===== config.mk =====
export PLATFORM = sky130hd
export DESIGN_NAME = e0_keystream_five_lfsr
export DESIGN_NICKNAME = d
export VERILOG_FILES = /design/src/rtl/core/e0k5_pkg.sv /design/src/rtl/core/e0_keystream_five_lfsr.sv
export SDC_FILE = /design/constraint.sdc
export NUM_CORES = 1
export LEC_CHECK = 0
export BUFFER_PORTS_ARGS = -buffer_cell sky130_fd_sc_hd__buf_4
export CORE_ASPECT_RATIO = 0.75
export CORE_MARGIN = 2
export CORE_UTILIZATION = 49
export DETAILED_ROUTE_END_ITERATION = 8
export GPL_TIMING_DRIVEN = 1
export PLACE_DENSITY = 0.66
export SLEW_MARGIN = 20
export SYNTH_ARGS = -nofsm -noshare
export SYNTH_HDL_FRONTEND = slang
export SYNTH_SLANG_ARGS = --single-unit

===== constraint.sdc =====
create_clock -name clock -period 45.9 [get_ports clock]
set_clock_uncertainty 0.05 [all_clocks]
set_input_delay 9.18 -clock clock [delete_from_list [all_inputs] [get_ports clock]]
set_output_delay 9.18 -clock clock [all_outputs]
set_load 0.1 [all_outputs]

===== src/rtl/core/e0k5_pkg.sv =====
// Shared types, reset constants and the generator step function for the
// five-LFSR E0 keystream block. No dependencies.
`timescale 1ns / 1ps
`default_nettype none

package e0k5_pkg;

   // Register widths of the five shift registers and the combiner carry.
   localparam int unsigned LFSR1_W = 25;
   localparam int unsigned LFSR2_W = 31;
   localparam int unsigned LFSR3_W = 33;
   localparam int unsigned LFSR4_W = 39;
   localparam int unsigned LFSR5_W = 39;
   localparam int unsigned CARRY_W = 2;
   localparam int unsigned BYTE_W  = 8;

   // Configuration port geometry.
   localparam int unsigned CSR_INDEX_W = 3;
   localparam int unsigned CSR_DATA_W  = 39;

   // Seed values after reset.
   localparam logic [LFSR1_W-1:0] SEED1_RST = 25'h1FF_FFFE;
   localparam logic [LFSR2_W-1:0] SEED2_RST = 31'h7FFF_FFFE;
   localparam logic [LFSR3_W-1:0] SEED3_RST = 33'h1_FFFF_FFFE;
   localparam logic [LFSR4_W-1:0] SEED4_RST = 39'h2A_AAAA_AAAA;
   localparam logic [LFSR5_W-1:0] SEED5_RST = 39'h7F_FFFF_FFFF;
   localparam logic [CARRY_W-1:0] CARRY_RST = 2'd2;

   // Register indexes on the configuration port.
   typedef enum logic [CSR_INDEX_W-1:0] {
      CSR_SEED1 = 3'd0,
      CSR_SEED2 = 3'd1,
      CSR_SEED3 = 3'd2,
      CSR_SEED4 = 3'd3,
      CSR_SEED5 = 3'd4,
      CSR_CARRY = 3'd5
   } csr_index_type;

   // Complete generator state: five LFSRs plus current and previous carry.
   typedef struct packed {
      logic [LFSR1_W-1:0] r1;
      logic [LFSR2_W-1:0] r2;
      logic [LFSR3_W-1:0] r3;
      logic [LFSR4_W-1:0] r4;
      logic [LFSR5_W-1:0] r5;
      logic [CARRY_W-1:0] c_now;
      logic [CARRY_W-1:0] c_prev;
   } gen_state_type;

   // Keystream bit of the current state: XOR of the five LFSR outputs and carry bit 0.
   function automatic logic key_bit(input gen_state_type st);
      key_bit = st.r1[LFSR1_W-1] ^ st.r2[LFSR2_W-1] ^ st.r3[LFSR3_W-1]
              ^ st.r4[LFSR4_W-1] ^ st.r5[LFSR5_W-1] ^ st.c_now[0];
   endfunction

   // One step of the generator: summation combiner update and LFSR shifts.
   function automatic gen_state_type step(input gen_state_type st);
      gen_state_type      nx;
      logic [2:0]         sum;
      logic [CARRY_W-1:0] s;
      logic [CARRY_W-1:0] t2;
      logic               fb1, fb2, fb3, fb4, fb5;
      sum = 3'(st.r1[LFSR1_W-1]) + 3'(st.r2[LFSR2_W-1]) + 3'(st.r3[LFSR3_W-1])
          + 3'(st.r4[LFSR4_W-1]) + 3'(st.c_now);
      s   = sum[2:1];
      t2  = {st.c_prev[0], st.c_prev[1] ^ st.c_prev[0]};
      fb1 = st.r1[24] ^ st.r1[19] ^ st.r1[11] ^ st.r1[7];
      fb2 = st.r2[30] ^ st.r2[23] ^ st.r2[15] ^ st.r2[11];
      fb3 = st.r3[32] ^ st.r3[27] ^ st.r3[23] ^ st.r3[3];
      fb4 = st.r4[38] ^ st.r4[35] ^ st.r4[27] ^ st.r4[3];
      fb5 = st.r5[24] ^ st.r5[14] ^ st.r5[9]  ^ st.r5[4];
      nx.c_prev = st.c_now;
      nx.c_now  = s ^ st.c_now ^ t2;
      nx.r1     = {st.r1[LFSR1_W-2:0], fb1};
      nx.r2     = {st.r2[LFSR2_W-2:0], fb2};
      nx.r3     = {st.r3[LFSR3_W-2:0], fb3};
      nx.r4     = {st.r4[LFSR4_W-2:0], fb4};
      nx.r5     = {st.r5[LFSR5_W-2:0], fb5};
      step      = nx;
   endfunction

endpackage

`default_nettype wire


===== src/rtl/core/e0_keystream_five_lfsr.sv =====
// Top level of the five-LFSR E0 keystream cipher: seed registers, generator
// state, eight unrolled generator steps and a two-entry output buffer. Uses e0k5_pkg.
`timescale 1ns / 1ps
`default_nettype none

// The block encrypts or decrypts one byte per clock cycle while req_stall is low.
// Each accepted request advances the generator by eight steps, unrolled as eight
// copies of the step logic between the state register and the result register. The
// result appears on rsp_* in the cycle after acceptance when the output register is
// free or is emptied in that cycle; otherwise it waits in the skid entry until the
// output register is taken. An output register and a skid entry let the block
// take requests while a result waits. req_stall rises only when both hold
// results. A request with req_restart set reloads the LFSRs and carries from
// the seed registers before its byte. Seed writes take effect at the next
// restart; reset restores the reset seeds. Writes to indexes above five are ignored.
module e0_keystream_five_lfsr (
   input  wire                                clock,
   input  wire                                reset,
   // Request channel
   input  wire                                req_valid,
   output logic                               req_stall,
   input  wire  [e0k5_pkg::BYTE_W-1:0]        req_data_byte,
   input  wire                                req_restart,
   // Result channel
   output logic                               rsp_valid,
   input  wire                                rsp_stall,
   output logic [e0k5_pkg::BYTE_W-1:0]        rsp_key_byte,
   output logic [e0k5_pkg::BYTE_W-1:0]        rsp_cipher_byte,
   // Configuration write channel
   input  wire                                csr_valid,
   output logic                               csr_ready,
   input  wire  [e0k5_pkg::CSR_INDEX_W-1:0]   csr_index,
   input  wire  [e0k5_pkg::CSR_DATA_W-1:0]    csr_wdata
);
   import e0k5_pkg::*;

   // Generator state right after reset, built from the reset seeds.
   localparam gen_state_type STATE_RST = '{
      r1:     SEED1_RST,
      r2:     SEED2_RST,
      r3:     SEED3_RST,
      r4:     SEED4_RST,
      r5:     SEED5_RST,
      c_now:  CARRY_RST,
      c_prev: CARRY_RST
   };

   logic [LFSR1_W-1:0] seed1_ff;
   logic [LFSR2_W-1:0] seed2_ff;
   logic [LFSR3_W-1:0] seed3_ff;
   logic [LFSR4_W-1:0] seed4_ff;
   logic [LFSR5_W-1:0] seed5_ff;
   logic [CARRY_W-1:0] carry_init_ff;

   gen_state_type      state_ff;
   gen_state_type      state_in;
   gen_state_type      seed_state;
   gen_state_type      stage [0:BYTE_W];
   logic [BYTE_W-1:0]  key_in;
   logic [BYTE_W-1:0]  cipher_in;

   logic               out_valid_ff;
   logic [BYTE_W-1:0]  out_key_ff;
   logic [BYTE_W-1:0]  out_cipher_ff;
   logic               skid_valid_ff;
   logic [BYTE_W-1:0]  skid_key_ff;
   logic [BYTE_W-1:0]  skid_cipher_ff;

   logic               req_fire;
   logic               rsp_fire;

   // Handshake decode.
   assign csr_ready = 1'b1;
   assign req_stall = skid_valid_ff;
   assign req_fire  = req_valid && !skid_valid_ff;
   assign rsp_fire  = out_valid_ff && !rsp_stall;

   // Seed and carry registers written from the configuration port.
   always_ff @(posedge clock) begin
      if (reset) begin
         seed1_ff      <= SEED1_RST;
         seed2_ff      <= SEED2_RST;
         seed3_ff      <= SEED3_RST;
         seed4_ff      <= SEED4_RST;
         seed5_ff      <= SEED5_RST;
         carry_init_ff <= CARRY_RST;
      end else if (csr_valid && csr_ready) begin
         unique case (csr_index_type'(csr_index))
            CSR_SEED1: seed1_ff      <= csr_wdata[LFSR1_W-1:0];
            CSR_SEED2: seed2_ff      <= csr_wdata[LFSR2_W-1:0];
            CSR_SEED3: seed3_ff      <= csr_wdata[LFSR3_W-1:0];
            CSR_SEED4: seed4_ff      <= csr_wdata[LFSR4_W-1:0];
            CSR_SEED5: seed5_ff      <= csr_wdata[LFSR5_W-1:0];
            CSR_CARRY: carry_init_ff <= csr_wdata[CARRY_W-1:0];
            default: begin
            end
         endcase
      end
   end

   // Generator state as loaded from the seeds.
   always_comb begin
      seed_state.r1     = seed1_ff;
      seed_state.r2     = seed2_ff;
      seed_state.r3     = seed3_ff;
      seed_state.r4     = seed4_ff;
      seed_state.r5     = seed5_ff;
      seed_state.c_now  = carry_init_ff;
      seed_state.c_prev = carry_init_ff;
   end

   // Eight generator steps per byte; the first keystream bit lands in the MSB.
   always_comb begin
      stage[0] = req_restart ? seed_state : state_ff;
      for (int k = 0; k < BYTE_W; k++) begin
         key_in[BYTE_W-1-k] = key_bit(stage[k]);
         stage[k+1]         = step(stage[k]);
      end
      state_in  = stage[BYTE_W];
      cipher_in = req_data_byte ^ key_in;
   end

   // Generator state advances by one byte per accepted request.
   always_ff @(posedge clock) begin
      if (reset) begin
         state_ff <= STATE_RST;
      end else if (req_fire) begin
         state_ff <= state_in;
      end
   end

   // Output register and skid entry control.
   always_ff @(posedge clock) begin
      if (reset) begin
         out_valid_ff  <= 1'b0;
         skid_valid_ff <= 1'b0;
      end else begin
         if (skid_valid_ff) begin
            if (rsp_fire) begin
               skid_valid_ff <= 1'b0;
            end
         end else if (req_fire) begin
            if (out_valid_ff && !rsp_fire) begin
               skid_valid_ff <= 1'b1;
            end else begin
               out_valid_ff <= 1'b1;
            end
         end else if (rsp_fire) begin
            out_valid_ff <= 1'b0;
         end
      end
   end

   // Result payload registers.
   always_ff @(posedge clock) begin
      if (skid_valid_ff) begin
         if (rsp_fire) begin
            out_key_ff    <= skid_key_ff;
            out_cipher_ff <= skid_cipher_ff;
         end
      end else if (req_fire) begin
         if (out_valid_ff && !rsp_fire) begin
            skid_key_ff    <= key_in;
            skid_cipher_ff <= cipher_in;
         end else begin
            out_key_ff    <= key_in;
            out_cipher_ff <= cipher_in;
         end
      end
   end

   assign rsp_valid       = out_valid_ff;
   assign rsp_key_byte    = out_key_ff;
   assign rsp_cipher_byte = out_cipher_ff;

`ifndef NO_ASSERTIONS
   // The skid entry is only ever occupied behind a full output register.
   a_skid_behind_out: assert property (@(posedge clock) disable iff (reset)
      skid_valid_ff |-> out_valid_ff)
      else $error("skid entry valid while output register empty");

   // After an accepted request the output register always holds a result in the next cycle.
   a_req_gives_rsp: assert property (@(posedge clock) disable iff (reset)
      req_fire |=> rsp_valid)
      else $error("accepted request produced no result");

   // A taken result with a waiting skid entry keeps the output occupied.
   a_skid_refills: assert property (@(posedge clock) disable iff (reset)
      (rsp_fire && skid_valid_ff) |=> (rsp_valid && !skid_valid_ff))
      else $error("skid entry not moved to output register");
`endif

endmodule

`default_nettype wire

; ---- Word-level counts from Yosys, hierarchy flattened
; Cells that the tools add are included.
; W data, S select, Z words.
[op_classes]
n_addsub = 32
n_mul = 0
n_div = 0
magnitude_cmp = 0
eq_ne = 8
shifts = 0
mux = 16
n_bitwise = 186
reduce_logical = 18
[ops]
columns = operator, n
row1 = $mux W171, 1
row2 = $xor A1 B1 Y1, 168
row3 = $mux W8, 8
row4 = $xor A2 B2 Y2, 16
row5 = $add A2 B1 Y3, 8
row6 = $add A3 B1 Y3, 8
row7 = $add A3 B2 Y3, 8
row8 = $add A1 B1 Y2, 8
row9 = $reduce_and A2 Y1, 6
row10 = $reduce_and A3 Y1, 3
row11 = $xor A8 B8 Y8, 1
row12 = $mux W1, 7
row13 = $eq A3 B2 Y1 const B, 2
row14 = $eq A3 B3 Y1 const B, 2
row15 = $ne A2 B2 Y1 const B, 2
row16 = $reduce_bool A2 Y1, 2
row17 = $eq A3 B1 Y1 const B, 1
row18 = $logic_and A1 B1 Y1, 3
row19 = $logic_not A1 Y1, 3
row20 = $logic_not A3 Y1, 1
row21 = $ne A2 B1 Y1 const B, 1
row22 = $not A1 Y1, 1
[totals]
register_bits = 374
latchBits = 0
ramBits = 0
romBits = 0
inputBits = 56
out_inout_bits = 19
word_cells = 279
mem_count = 0

; ---- Longest topological paths before layout
[logic_depth]
depth_word = 30
ltp_mapped = 61
mapped_depth_nobuf = 58

; ---- Worst setup path before layout
; No wires, ideal clock.
[synth_timing]
kind = in2reg
startpoint = in req_restart
endpoint = reg state_ff[2] (netlist bit)
setup_time_ns = 0.078
t_arrival_ns = 26.333
required_ns = 45.772
path_slack_ns = 19.440
cell_stages = 60
path_buffers = 3
cell_sequence = buf_2 buf_2 buf_2 mux2_2 fa_1 ha_1 a21oi_1 fa_1 xor2_4 fa_1 ha_1 a21oi_1 fa_1 xnor2_2 xnor2_1 inv_1 fa_1 ha_1 [24 not listed] fa_1 ha_1 a21o_1 fa_1 xor2_1 xnor2_1 xnor2_1 xnor2_1 fa_1 ha_1 a21oi_1 fa_1 xnor2_1 xnor2_1 xnor2_1 xnor2_1 nor2_1 nor3_1
[synth_rtl]
columns = element, line_no
row1 = from (decl), e0_keystream_five_lfsr.sv:23  ; input wire req_restart,
row2 = to (signal assigned), e0_keystream_five_lfsr.sv:128  ; state_ff <= state_in;
row3 = to (decl), e0_keystream_five_lfsr.sv:55  ; gen_state_type state_ff;

==> flow_summary.json <==
{
  "outcome": "finished clean",
  "grt_pass1_wl_um": 78100,
  "gp_congestion": 0.862,
  "initial_utilization": 0.499,
  "grt_max_degree": 229,
  "slew-limit-headroom": 0.300,
  "worstHoldPathType": "flop to flop",
  "synthTopCellsByArea": "dfxtp_1 (37%), a211o_1 (11%), mux2i_1 (8.1%), xnor2_1 (7.8%), edfxtp_1 (5.2%)",
  "track_usage": 0.255,
  "critPathRequiredTime_ns": 46.31,
  "coreArea_um2": 37200,
  "rrSetupSlack_ns": 27.28,
  "rsz0062_at_grt": "no",
  "reg2reg_depth": 58,
  "slew_violations": 0,
  "highest_layer": "met4",
  "r2r-end": "state_ff[2]",
  "via_count": 13600,
  "cp-start-kind": "input port",
  "postCtsHoldBufs": 0,
  "min_from": "seed2_ff[0]",
  "netlist.area_leader.share": 0.369,
  "core.rowCount": 61,
  "yosysTopAreaCell": "dfxtp_1",
  "ant_nets": 0,
  "seq_area_frac_synth": 0.421,
  "layout-drive-gt1-share": 0.0999,
  "drt-total-wl_um": 51100,
  "cp_slowest_cell": "fa_1",
  "ys_ff_latch": 374,
  "wl_met2_um": 21700,
  "hold_viol": 0,
  "clock_sinks": 374,
  "clk_pin_slew_ns": 0.06,
  "synthFlopType": "dfxtp_1",
  "firstDrtPassIters": 6,
  "diodes": 0,
  "die_w_um": 229,
  "ys_async_sr_fraction": 0,
  "drcViolationCount": 0,
  "whs_path_depth": 2,
  "synth-edff-count": 32,
  "overflow": 0,
  "tightest_slew_ns": 1.05,
  "cpPeakStageDelay_ns": 0.70,
  "synthCells": 1933,
  "path_class": "input port to flop",
  "viasPerCell": 5.55,
  "die_y_um": 173,
  "first_global_vias": 12800,
  "synth.cell_area_um2": 18600,
  "syn_to_final_growth_pct": 10.9,
  "ys_types": 39,
  "fin_util": 0.553,
  "ios": 75,
  "post-route-period-util": 0.614,
  "wl_met3_um": 3340,
  "finalSetupTns_ns": 0,
  "synth_nets": 2013,
  "cp_common_cell": "fa_1",
  "cts_buffers": 39,
  "cts_root_buf": "clkbuf_16",
  "crit_path_max_fanout": 128,
  "dieArea_um2": 39500,
  "setup-violations-final": 0,
  "avgSynthCellArea_um2": 9.60,
  "rr_startpoint": "state_ff[81]",
  "antenna_found_initial": 2,
  "clockBufferDepth": 3,
  "clk_latency_ns": 0.55,
  "cts_tree": "done",
  "htreeDepth": 2,
  "cap_violations": 0,
  "dpl.hpwl_um": 33700,
  "max_freq_ghz": 0.0355,
  "period_minus_slack_ns": 28.16,
  "min_to": "seed2_ff[0]",
  "drtIter0Drc": 1165,
  "worstPathArrival_ns": 28.57,
  "postCtsSetupBuffers": 0,
  "post_cts_resized": 0,
  "wl_per_cell_um": 20.9,
  "synth_warnings": 0,
  "final_nets": 1995,
  "wl_met1_um": 25100,
  "end_kind": "flop",
  "portBuffers": 73
}
[per-stage QoR]
step / hold WS, ns / area [µm²] / setup WS [ns] / cells
2_1_floorplan: 0.381 / 18600 / 19.44 / 1933
3_3_place_gp: 0.391 / 19300 / 17.17 / 2378
3_5_place_dp: 0.398 / 19300 / 16.98 / 2378
4_1_cts: 0.407 / 20600 / 17.52 / 2446
5_1_grt: 0.419 / 20600 / 16.43 / 2446
6_report: 0.405 / 20600 / 17.74 / 2446
[cell families (layout without fill, tap and decap cells)]
family / after synthesis / after routing / synth area share
simple gates: 549 / 549 / 0.136
flops: 374 / 374 / 0.421
compound gates: 365 / 365 / 0.150
xor+xnor: 265 / 265 / 0.132
mux: 184 / 184 / 0.102
buf+inv: 171 / 180 / 0.0367
fa+ha+maj: 24 / 24 / 0.0227
other cells: 1 / 1 / 0.000202
[how the worst max path moves through the flow]
stage                      startpoint          end  slack, ns
after floorplan           req_restart  state_ff[2]      19.44
after global placement    req_restart  state_ff[2]      17.17
after detailed placement  req_restart  state_ff[2]      16.98
after CTS                 req_restart  state_ff[2]      17.52
after global routing      req_restart  state_ff[2]      16.43
final                     req_restart  state_ff[2]      17.74
[Yosys cell counts, types with 32 or more instances]
master      n
dfxtp_1   342
a211o_1   238
nor2_1    212
nand2_1   175
xnor2_1   166
mux2i_1   150
clkbuf_1  110
nor2b_1    98
xor2_1     89
a21oi_1    79
nand3b_1   49
mux2_2     33
edfxtp_1   32
[worst max-delay path: cells and delay by family]
| kind | cells | cell delay (ns) |
|---|---|---|
| buffers and inverters | 4 | 1.26 |
| AOI/OAI and AO/OA | 8 | 1.40 |
| xor gates and xnor gates | 21 | 5.65 |
| adders and majority gates | 24 | 10.34 |
| muxes | 1 | 0.44 |
| and+or+nand+nor | 2 | 0.22 |
[layout make-up]
cell class	count	area, µm²
repair buffers	86	686
clock buffers	56	1110
clock inverters	12	128
fillers	3343	16600
multi-input cells	1388	10100
inverters	26	97.6
well taps	504	631
flip-flops and latches	374	7810
[cells in the final DEF, fill, tap and decap left out, types with 33 or more instances in the layout]
cell type,instances
dfxtp_1,342
a211o_1,238
nor2_1,211
nand2_1,174
xnor2_1,166
mux2i_1,149
nor2b_1,97
xor2_1,89
buf_4,82
a21oi_1,79
nand3b_1,49
clkbuf_16,39
mux2_2,33
[registers in the layout, indices dropped and copies added (netlist names)]
signal           cells
skid_cipher_ff       8
rsp_cipher_byte      8
carry_init_ff        2
seed3_ff            33
req_stall            1
seed1_ff            25
skid_key_ff          8
seed5_ff            39
rsp_key_byte         8
rsp_valid            1
seed4_ff            39
state_ff           171
seed2_ff            31
[routing by layer]
metal,global-route usage,vias to the layer above
li1,-,6605
met1,0.378,6596
met2,0.373,308
met3,0.0608,62
met4,0.0599,0
met5,0,-
Power is left out: the tool's default activity adds up to more than one toggle a clock period on the data nets, which glitch-free logic cannot reach.
